--- src/rtl/rpab_pkg.sv ---
// Shared types and constants for the RGBA alpha blend unit.
package rpab_pkg;

    localparam int unsigned CHAN_W = 8;
    localparam int unsigned NUM_COLOURS = 3;
    localparam logic [CHAN_W-1:0] FULL = 8'd255;

    // Width of the colour numerator: at most 255^3, so 24 bits.
    localparam int unsigned NUM_W = 24;

    // Exact reciprocals: floor(n / 65025) = (n * RECIP_C) >> RECIP_C_SH for n < 2^24,
    // floor(x / 255) = (x * RECIP_A) >> RECIP_A_SH for x < 2^16.
    localparam int unsigned RECIP_C_W = 25;
    localparam logic [RECIP_C_W-1:0] RECIP_C = 25'd16909061;
    localparam int unsigned RECIP_C_SH = 40;
    localparam int unsigned RECIP_A_W = 17;
    localparam logic [RECIP_A_W-1:0] RECIP_A = 17'd65794;
    localparam int unsigned RECIP_A_SH = 24;

    localparam int unsigned CFG_IDX_W = 8;
    localparam int unsigned CFG_DATA_W = 8;

    typedef enum logic [CFG_IDX_W-1:0] {
        CFG_KEY_ENABLE        = 8'd0,
        CFG_KEY_ALPHA         = 8'd1,
        CFG_EQUAL_ALPHA_BLEND = 8'd2,
        CFG_INVERT_ALPHA_OUT  = 8'd3
    } t_cfg_idx;

    typedef struct packed {
        logic [CHAN_W-1:0] dst_red;
        logic [CHAN_W-1:0] dst_green;
        logic [CHAN_W-1:0] dst_blue;
        logic [CHAN_W-1:0] dst_alpha;
        logic [CHAN_W-1:0] src_red;
        logic [CHAN_W-1:0] src_green;
        logic [CHAN_W-1:0] src_blue;
        logic [CHAN_W-1:0] src_alpha;
    } t_pix_in;

    typedef struct packed {
        logic [CHAN_W-1:0] out_red;
        logic [CHAN_W-1:0] out_green;
        logic [CHAN_W-1:0] out_blue;
        logic [CHAN_W-1:0] out_alpha;
    } t_pix_out;

endpackage

--- src/rtl/rgba_pixel_alpha_blend_unit.sv ---
// Pipelined RGBA "over" compositing unit with key and equal-alpha modes.
// Throughput: one beat per cycle; o_busy stays low, as the four register stages never stall.
// The depth is set by the colour path: product, weighted sum, reciprocal multiply, select.
// The receiver cannot hold results off, so every result is shown for exactly one cycle.
// Reset (synchronous, active low) clears the stage valid bits and the configuration registers.
module rgba_pixel_alpha_blend_unit (
    input  logic                                  i_clk,
    input  logic                                  i_rst_n,
    input  logic                                  i_start,
    output logic                                  o_busy,
    input  rpab_pkg::t_pix_in                     i_pix,
    output logic                                  o_valid,
    output rpab_pkg::t_pix_out                    o_pix,
    input  logic                                  i_cfg_valid,
    output logic                                  o_cfg_ready,
    input  logic [rpab_pkg::CFG_IDX_W-1:0]        i_cfg_index,
    input  logic [rpab_pkg::CFG_DATA_W-1:0]       i_cfg_data
);

    localparam int unsigned W  = rpab_pkg::CHAN_W;
    localparam int unsigned NC = rpab_pkg::NUM_COLOURS;
    localparam int unsigned NW = rpab_pkg::NUM_W;

    typedef enum logic [1:0] {
        MODE_BLEND = 2'd0,
        MODE_KEY   = 2'd1,
        MODE_EQUAL = 2'd2
    } t_mode;

    // Configuration registers.
    logic         r_key_enable;
    logic [W-1:0] r_key_alpha;
    logic         r_equal_blend;
    logic         r_invert;

    assign o_cfg_ready = 1'b1;
    assign o_busy      = 1'b0;

    always_ff @(posedge i_clk) begin
        if (!i_rst_n) begin
            r_key_enable  <= 1'b0;
            r_key_alpha   <= '0;
            r_equal_blend <= 1'b0;
            r_invert      <= 1'b0;
        end else if (i_cfg_valid && o_cfg_ready) begin
            unique case (i_cfg_index)
                rpab_pkg::CFG_KEY_ENABLE:        r_key_enable  <= i_cfg_data[0];
                rpab_pkg::CFG_KEY_ALPHA:         r_key_alpha   <= i_cfg_data[W-1:0];
                rpab_pkg::CFG_EQUAL_ALPHA_BLEND: r_equal_blend <= i_cfg_data[0];
                rpab_pkg::CFG_INVERT_ALPHA_OUT:  r_invert      <= i_cfg_data[0];
                default: ;
            endcase
        end
    end

    // Unpack the beat into per-channel arrays.
    logic [W-1:0] dst_c [NC];
    logic [W-1:0] src_c [NC];
    logic [W-1:0] td;
    logic [W-1:0] ts;
    logic         accept;
    t_mode        mode_in;

    always_comb begin
        dst_c[0] = i_pix.dst_red;
        dst_c[1] = i_pix.dst_green;
        dst_c[2] = i_pix.dst_blue;
        src_c[0] = i_pix.src_red;
        src_c[1] = i_pix.src_green;
        src_c[2] = i_pix.src_blue;
        td       = i_pix.dst_alpha;
        ts       = i_pix.src_alpha;
        accept   = i_start && !o_busy;
        if (r_key_enable && (ts == r_key_alpha)) begin
            mode_in = MODE_KEY;
        end else if (!r_equal_blend && (td == ts)) begin
            mode_in = MODE_EQUAL;
        end else begin
            mode_in = MODE_BLEND;
        end
    end

    // Stage 1: destination products td*cd and source weight ts*(255-td).
    logic             r1_valid;
    t_mode            r1_mode;
    logic [W-1:0]     r1_pass [NC];
    logic [W-1:0]     r1_cs   [NC];
    logic [2*W-1:0]   r1_dprod [NC];
    logic [2*W-1:0]   r1_sw;
    logic [W-1:0]     r1_td;

    always_ff @(posedge i_clk) begin
        if (!i_rst_n) begin
            r1_valid <= 1'b0;
        end else begin
            r1_valid <= accept;
        end
    end

    always_ff @(posedge i_clk) begin
        r1_mode <= mode_in;
        r1_td   <= td;
        r1_sw   <= ts * (rpab_pkg::FULL - td);
        for (int i = 0; i < NC; i++) begin
            r1_pass[i]  <= (mode_in == MODE_KEY) ? src_c[i] : dst_c[i];
            r1_cs[i]    <= src_c[i];
            r1_dprod[i] <= dst_c[i] * td;
        end
    end

    // Stage 2: colour numerator and the alpha quotient by 255.
    logic                          r2_valid;
    t_mode                         r2_mode;
    logic [W-1:0]                  r2_pass [NC];
    logic [NW-1:0]                 r2_num  [NC];
    logic [W-1:0]                  r2_td;
    logic [W-1:0]                  r2_aq;
    logic [2*W+rpab_pkg::RECIP_A_W-1:0] n_aprod;
    logic [NW-1:0]                 n_num [NC];

    always_comb begin
        n_aprod = r1_sw * rpab_pkg::RECIP_A;
        for (int i = 0; i < NC; i++) begin
            // td*cd*255 as a shift and subtract.
            n_num[i] = ({r1_dprod[i], {W{1'b0}}} - {{W{1'b0}}, r1_dprod[i]})
                     + (NW'(r1_sw) * NW'(r1_cs[i]));
        end
    end

    always_ff @(posedge i_clk) begin
        if (!i_rst_n) begin
            r2_valid <= 1'b0;
        end else begin
            r2_valid <= r1_valid;
        end
    end

    always_ff @(posedge i_clk) begin
        r2_mode <= r1_mode;
        r2_td   <= r1_td;
        r2_aq   <= n_aprod[rpab_pkg::RECIP_A_SH +: W];
        for (int i = 0; i < NC; i++) begin
            r2_pass[i] <= r1_pass[i];
            r2_num[i]  <= n_num[i];
        end
    end

    // Stage 3: colour quotient by 65025 and the combined alpha.
    logic                                r3_valid;
    t_mode                               r3_mode;
    logic [W-1:0]                        r3_pass [NC];
    logic [W-1:0]                        r3_col  [NC];
    logic [W-1:0]                        r3_t;
    logic [NW+rpab_pkg::RECIP_C_W-1:0]   n_cprod [NC];

    always_comb begin
        for (int i = 0; i < NC; i++) begin
            n_cprod[i] = r2_num[i] * rpab_pkg::RECIP_C;
        end
    end

    always_ff @(posedge i_clk) begin
        if (!i_rst_n) begin
            r3_valid <= 1'b0;
        end else begin
            r3_valid <= r2_valid;
        end
    end

    always_ff @(posedge i_clk) begin
        r3_mode <= r2_mode;
        // The sum never exceeds 255.
        r3_t    <= r2_td + r2_aq;
        for (int i = 0; i < NC; i++) begin
            r3_pass[i] <= r2_pass[i];
            r3_col[i]  <= n_cprod[i][rpab_pkg::RECIP_C_SH +: W];
        end
    end

    // Stage 4: mode select, alpha inversion and the output register.
    logic               r_valid;
    rpab_pkg::t_pix_out r_pix;
    logic [W-1:0]       n_col [NC];
    logic [W-1:0]       n_t;
    logic [W-1:0]       n_alpha;

    always_comb begin
        if (r3_mode == MODE_BLEND) begin
            n_t = r3_t;
            for (int i = 0; i < NC; i++) begin
                n_col[i] = r3_col[i];
            end
        end else begin
            n_t = rpab_pkg::FULL;
            for (int i = 0; i < NC; i++) begin
                n_col[i] = r3_pass[i];
            end
        end
        n_alpha = r_invert ? (rpab_pkg::FULL - n_t) : n_t;
    end

    always_ff @(posedge i_clk) begin
        if (!i_rst_n) begin
            r_valid <= 1'b0;
        end else begin
            r_valid <= r3_valid;
        end
    end

    always_ff @(posedge i_clk) begin
        r_pix.out_red   <= n_col[0];
        r_pix.out_green <= n_col[1];
        r_pix.out_blue  <= n_col[2];
        r_pix.out_alpha <= n_alpha;
    end

    assign o_valid = r_valid;
    assign o_pix   = r_pix;

endmodule

--- config.mk ---
export PLATFORM = sky130hd
export DESIGN_NAME = rgba_pixel_alpha_blend_unit
export DESIGN_NICKNAME = d
export VERILOG_FILES = /design/src/rtl/rpab_pkg.sv /design/src/rtl/rgba_pixel_alpha_blend_unit.sv
export SDC_FILE = /design/constraint.sdc
export NUM_CORES = 2
export LEC_CHECK = 0
export ABC_AREA = 0
export ABC_CLOCK_PERIOD_IN_PS = 8540
export BUFFER_PORTS_ARGS = -buffer_cell sky130_fd_sc_hd__buf_4
export CORE_AREA = 3 3 490 249
export CTS_BUF_LIST = sky130_fd_sc_hd__clkbuf_8
export CTS_CLUSTER_SIZE = 25
export DETAILED_ROUTE_END_ITERATION = 8
export DIE_AREA = 0 0 493 252
export HOLD_SLACK_MARGIN = 0.02
export PLACE_DENSITY = 0.58
export SYNTH_ARGS = -nofsm -noshare
export SYNTH_HDL_FRONTEND = slang
export SYNTH_SLANG_ARGS = --single-unit
--- constraint.sdc ---
create_clock -name i_clk -period 8.54 [get_ports i_clk]
set_input_delay 0.854 -clock i_clk [delete_from_list [all_inputs] [get_ports i_clk]]
set_output_delay 0.854 -clock i_clk [all_outputs]
set_load 0.05 [all_outputs]
== Yosys cells after proc, flatten, opt, wreduce, memory -nomap -nowiden ==
Memory sizes are Yosys's and may differ from the RTL's.
Index checks and enable logic that the tools add are counted.
Operators by class
  add/subtract/negate cells: 9
  multipliers: 11
  div/mod/pow operators: 0
  $lt $le $gt $ge: 0
  equal/unequal tests: 6
  shift-type cells: 0
  multiplexer cells: 8
  bitwise gates (word level): 0
  reduce and logical (&&, ||, !) cells: 9
Operator list (number)
  multiplier 24 x 25 -> 48 bit, second input constant: 3
  adder 24 bit: 3
  multiplier 16 x 8 -> 24 bit: 3
  subtractor 24 x 16 -> 24 bit: 3
  multiplier 8 x 8 -> 16 bit: 3
  2-to-1 mux 8 bit: 5
  multiplier 16 x 16 -> 31 bit, second input constant: 1
  2-to-1 mux 24 bit: 1
  == test 8 x 2 -> 1 bit, second input constant: 2
  == test 8 bit: 2
  multiplier 9 x 9 -> 16 bit: 1
  subtractor 8 x 8 -> 9 bit, first input constant: 1
  adder 8 bit: 1
  == test 8 x 1 -> 1 bit, second input constant: 1
  zero test 8 bit: 1
  AND reduction 2 bit: 4
  subtractor 8 bit, first input constant: 1
  2-to-1 mux 2 bit: 2
  == test 2 x 1 -> 1 bit, second input constant: 1
  logical AND 1 bit: 2
  zero test 2 bit: 1
  zero test 1 bit: 1
Storage, ports and cells
  register bits after elaboration: 101
  bits in latches: 0
  RAM bits: 240
  bits in read-only memories: 0
  input bits: 84
  output and inout port bits: 35
  logic and storage cells: 70
  memories: 7
Memory list
  r2_num: depth 3, bits a word 24, read ports 3, clocked after Yosys merged registers in 0, wr ports 3, line rgba_pixel_alpha_blend_unit.sv:115  | logic [NW-1:0] r2_num [NC];
  r1_dprod: depth 3, bits a word 16, read ports 3, clocked after Yosys merged registers in 0, wr ports 3, line rgba_pixel_alpha_blend_unit.sv:88  | logic [2*W-1:0] r1_dprod [NC];
  r1_cs: depth 3, bits a word 8, read ports 3, clocked after Yosys merged registers in 0, wr ports 3, line rgba_pixel_alpha_blend_unit.sv:87  | logic [W-1:0] r1_cs [NC];
  r1_pass: depth 3, bits a word 8, read ports 3, clocked after Yosys merged registers in 0, wr ports 3, line rgba_pixel_alpha_blend_unit.sv:86  | logic [W-1:0] r1_pass [NC];
  r2_pass: depth 3, bits a word 8, read ports 3, clocked after Yosys merged registers in 0, wr ports 3, line rgba_pixel_alpha_blend_unit.sv:114  | logic [W-1:0] r2_pass [NC];
  r3_col: depth 3, bits a word 8, read ports 3, clocked after Yosys merged registers in 0, wr ports 3, line rgba_pixel_alpha_blend_unit.sv:152  | logic [W-1:0] r3_col [NC];
  1 more memories

== Depth between registers and ports, before layout ==
  depth in word-level cells: 6
  depth in mapped cells: 23
  mapped depth without buffers: 23

== Worst setup path before layout ==
No wires, ideal clock.
  path kind: flip-flop to flip-flop
  start point: register r1_sw[13]
  end point: memory r2_num[0][22] (netlist bit)
  library setup time: 72 ps
  arrival time: 5400 ps
  data required time: 8468 ps
  path slack: 3067 ps
  stages on the path, launching flop included: 22
  path buffers: 2
  clock period less this slack: 5473 ps
  cells stage by stage: dfxtp_1 -> clkbuf_1 -> clkbuf_1 -> nand2_1 -> fa_1 -> inv_1 -> fa_1 -> fa_1 -> fa_1 -> inv_1 -> fa_1 -> inv_1 -> ha_1 -> a21oi_1 -> nand2_1 -> a21oi_1 -> o21ai_0 -> a21o_1 -> or4_4 -> a31o_1 -> a21oi_2 -> xnor2_1
RTL lines
  from (decl): line rgba_pixel_alpha_blend_unit.sv:89  | logic [2*W-1:0] r1_sw;
  from (signal assigned): line rgba_pixel_alpha_blend_unit.sv:103  | r1_sw <= ts * (rpab_pkg::FULL - td);
  to (decl): line rgba_pixel_alpha_blend_unit.sv:115

==> impl_metrics.py <==
metrics = {
    "synthesis": {
        "synth.distinct_cells": 65,
        "synthArstFlopShare": 0,
        "synth_nets": 6660,
        "synth-compound-area-share": 0.0556,
        "synth_top_family_by_area": "adder cells",
        "avgSynthCellArea_um2": 9.69,
        "synth_warnings": 0,
        "mappedNetlistArea_um2": 47100,
        "ys_seq_elements": 341,
        "syn-instance-count": 4864,
        "synthXorXnorAreaFrac": 0.0290,
        "synth_mux_area_frac": 0.00701,
        "synth-adder-area-share": 0.560,
        "synthSimpleGateAreaFrac": 0.109,
        "synthFlopType": "dfxtp_1",
        "synth_edf_count": 0,
        "yosysSeqAreaShare": 0.145,
    },
    "worst_setup_path": {
        "cpMaxStageDelayCell": "dfxtp_1",
        "cp-end-kind": "flop",
        "path_class": "reg2reg",
        "crit_fanout": 15,
        "path_cells": "buf_4 > nand2_1 > fa_1 > inv_1 > fa_1 > fa_1 > fa_1 > fa_1 > ha_1 > and2_1 > nand4_1 > a31oi_1 > o31a_1 > o211ai_1 > o21ai_1 > xor2_1",
        "slowest_delay_ps": 810,
        "path_delay_family": "adder cells",
        "cpMostUsedCell": "fa_1",
        "worst-path-buf-inv": 2,
        "startpoint_type": "flop",
        "crit_required_ps": 9090,
        "worstPathArrival_ps": 6780,
    },
    "clock_network": {
        "cts_hold_buf": 0,
        "htree_num_levels": 2,
        "path_clk_slew_ps": 70,
        "cts_buffers": 59,
        "clk_latency_ps": 720,
        "clk_path_buf_depth": 3,
        "postCtsSetupBuffers": 0,
        "post_cts_resized": 0,
        "clock-sinks": 341,
        "root_buffer": "clkbuf_8",
        "cts_tree": "built",
    },
    "sta": {
        "period_minus_slack_ps": 6230,
        "finalCritPeriodShare": 0.730,
        "hold_viol": 0,
        "maxSlewHeadroom": 0.170,
        "finalClockSkew_ps": 58.4,
        "max_freq_ghz": 0.160,
        "tightest_slew_ps": 1240,
        "setup_viol_count_final": 0,
        "rsz0062_at_grt": "false",
        "maxSlewViolCount": 0,
        "fin_tns_setup_ps": 0,
    },
    "placed_design": {
        "numPortBuffers": 116,
        "place_inst": 6482,
        "routabilityCongestion": 0.886,
        "hpwl_mm": 92.6,
    },
    "floorplanning": {
        "core-area_um2": 118000,
        "io_pins": 119,
        "std_cell_rows": 89,
        "die_width_um": 493,
        "fp.dieH_um": 252,
        "fp.dieArea_um2": 124000,
        "initial_core_util": 0.400,
    },
    "final_layout": {
        "final_common_cell": "inv_1",
        "nets": 6747,
        "fin_util": 0.434,
        "synthToLayoutAreaGrowth_pct": 8.51,
        "layout.cells.non_filler": 6598,
        "drive_gt1_frac": 0.0550,
        "mostFrequentLayoutCells": "1077 x inv_1, 1047 x ha_1, 665 x fa_1",
    },
    "route": {
        "via_per_inst": 4.89,
        "dr_total_vias": 32300,
        "post-route-drc-count": 0,
        "wl_per_cell_um": 16.9,
        "routed_wl_mm": 112,
        "detail-route-antenna-nets": 0,
        "drtIter0Drc": 1608,
        "drt-pass1-iter-count": 7,
    },
    "grt": {
        "track_usage": 0.183,
        "grt_pass1_vias": 34400,
        "grt_max_degree": 34,
        "grt_pass1_wl_mm": 182,
        "grt-ovfl-total": 0,
        "antenna_found_initial": 4,
    },
    "job": {
        "cap_violations": 0,
    },
    "run_status": {
        "status": "completed",
    },
    "worst_hold_path": {
        "hold_path_class": "in2reg",
    },
}
==> cell usage after synthesis (26+ instances only) <==
library cell	count	area, µm²
xnor2_1	130	1140
nor2_1	102	383
a21o_1	60	450
inv_1	1068	4010
o21ai_0	61	305
nand2_1	449	1690
nor2b_1	52	325
nor3_1	29	145
clkbuf_1	101	379
and2_1	312	1950
ha_1	1047	13100
fa_1	665	13300
dfxtp_1	341	6830
nand3_1	28	140
a21oi_1	113	566
xor2_1	26	228
==> registers in the layout, summed over array words and instances (netlist names), 16 cells and up <==
| signal | cells |
|---|---|
| r1_dprod | 48 |
| o_pix | 32 |
| r1_pass | 24 |
| r2_num | 72 |
| r2_pass | 24 |
| r1_sw | 16 |
| r1_cs | 24 |
| r3_pass | 24 |
| r3_col | 24 |
==> path summary, 6_finish.rpt <==
check                        start               endpoint  slack (ps)  depth (start not counted)
max reg2reg       r1_sw[8]$_DFF_P_  r2_num[0][40]$_DFF_P_        2310                         16
min                      i_pix[15]   r1_cs[0][23]$_DFF_P_         250                          1
max               r1_sw[8]$_DFF_P_  r2_num[0][40]$_DFF_P_        2310                         16
min reg2reg  r2_pass[0][0]$_DFF_P_  r3_pass[0][0]$_DFF_P_         310                          0
==> final cells by class <==
type                    instances  area [µm²]
repair buffers                132         991
diodes                          4        10.0
clock buffers                  69         950
inverters                    1068        4010
flip-flops and latches        341        6830
clock inverters                43         465
multi-input cells            3349       35900
fillers                     11500       66700
well taps                    1592        1990
==> cells by family (layout without fill, tap and decap cells) <==
kind of cell             count (synthesis)  count (layout)
XOR/XNOR                               156             156
multiplexers                            30              30
other                                    2               6
AO/OA/AOI/OAI                          398             398
flip-flops                             341             341
buffers and inverters                 1174            1312
adder cells (fa/ha/maj)               1712            1712
AND/OR/NAND/NOR                       1051            1051
==> worst reg2reg max path: stages, from the launching register on <==
cell and delay (ps):
dfxtp_1 810, buf_4 360, nand2_1 120, fa_1 570
inv_1 50, fa_1 490, fa_1 560, fa_1 430
fa_1 450, ha_1 410, and2_1 190, nand4_1 110
a31oi_1 270, o31a_1 190, o211ai_1 170, o21ai_1 360
xor2_1 560
==> routing by layer <==
metal,share of wire,wire (µm),global-route usage
met5,0,0,0
met4,0.023,2510,0.0430
met3,0.050,5550,0.0251
met2,0.43,48200,0.286
met1,0.50,55400,0.269
==> metrics by stage <==
stage	hold WS, ps	instance area (µm²)	setup slack (ps)
floorplan	310	47100	3070
global placement	310	49700	2520
detailed placement	312	49700	2470
CTS	208	51100	2450
global route	189	51100	2090
finish	245	51100	2310
Power is not shown: default switching activity piles up to over one toggle a cycle in this logic, so the estimate is an artifact.
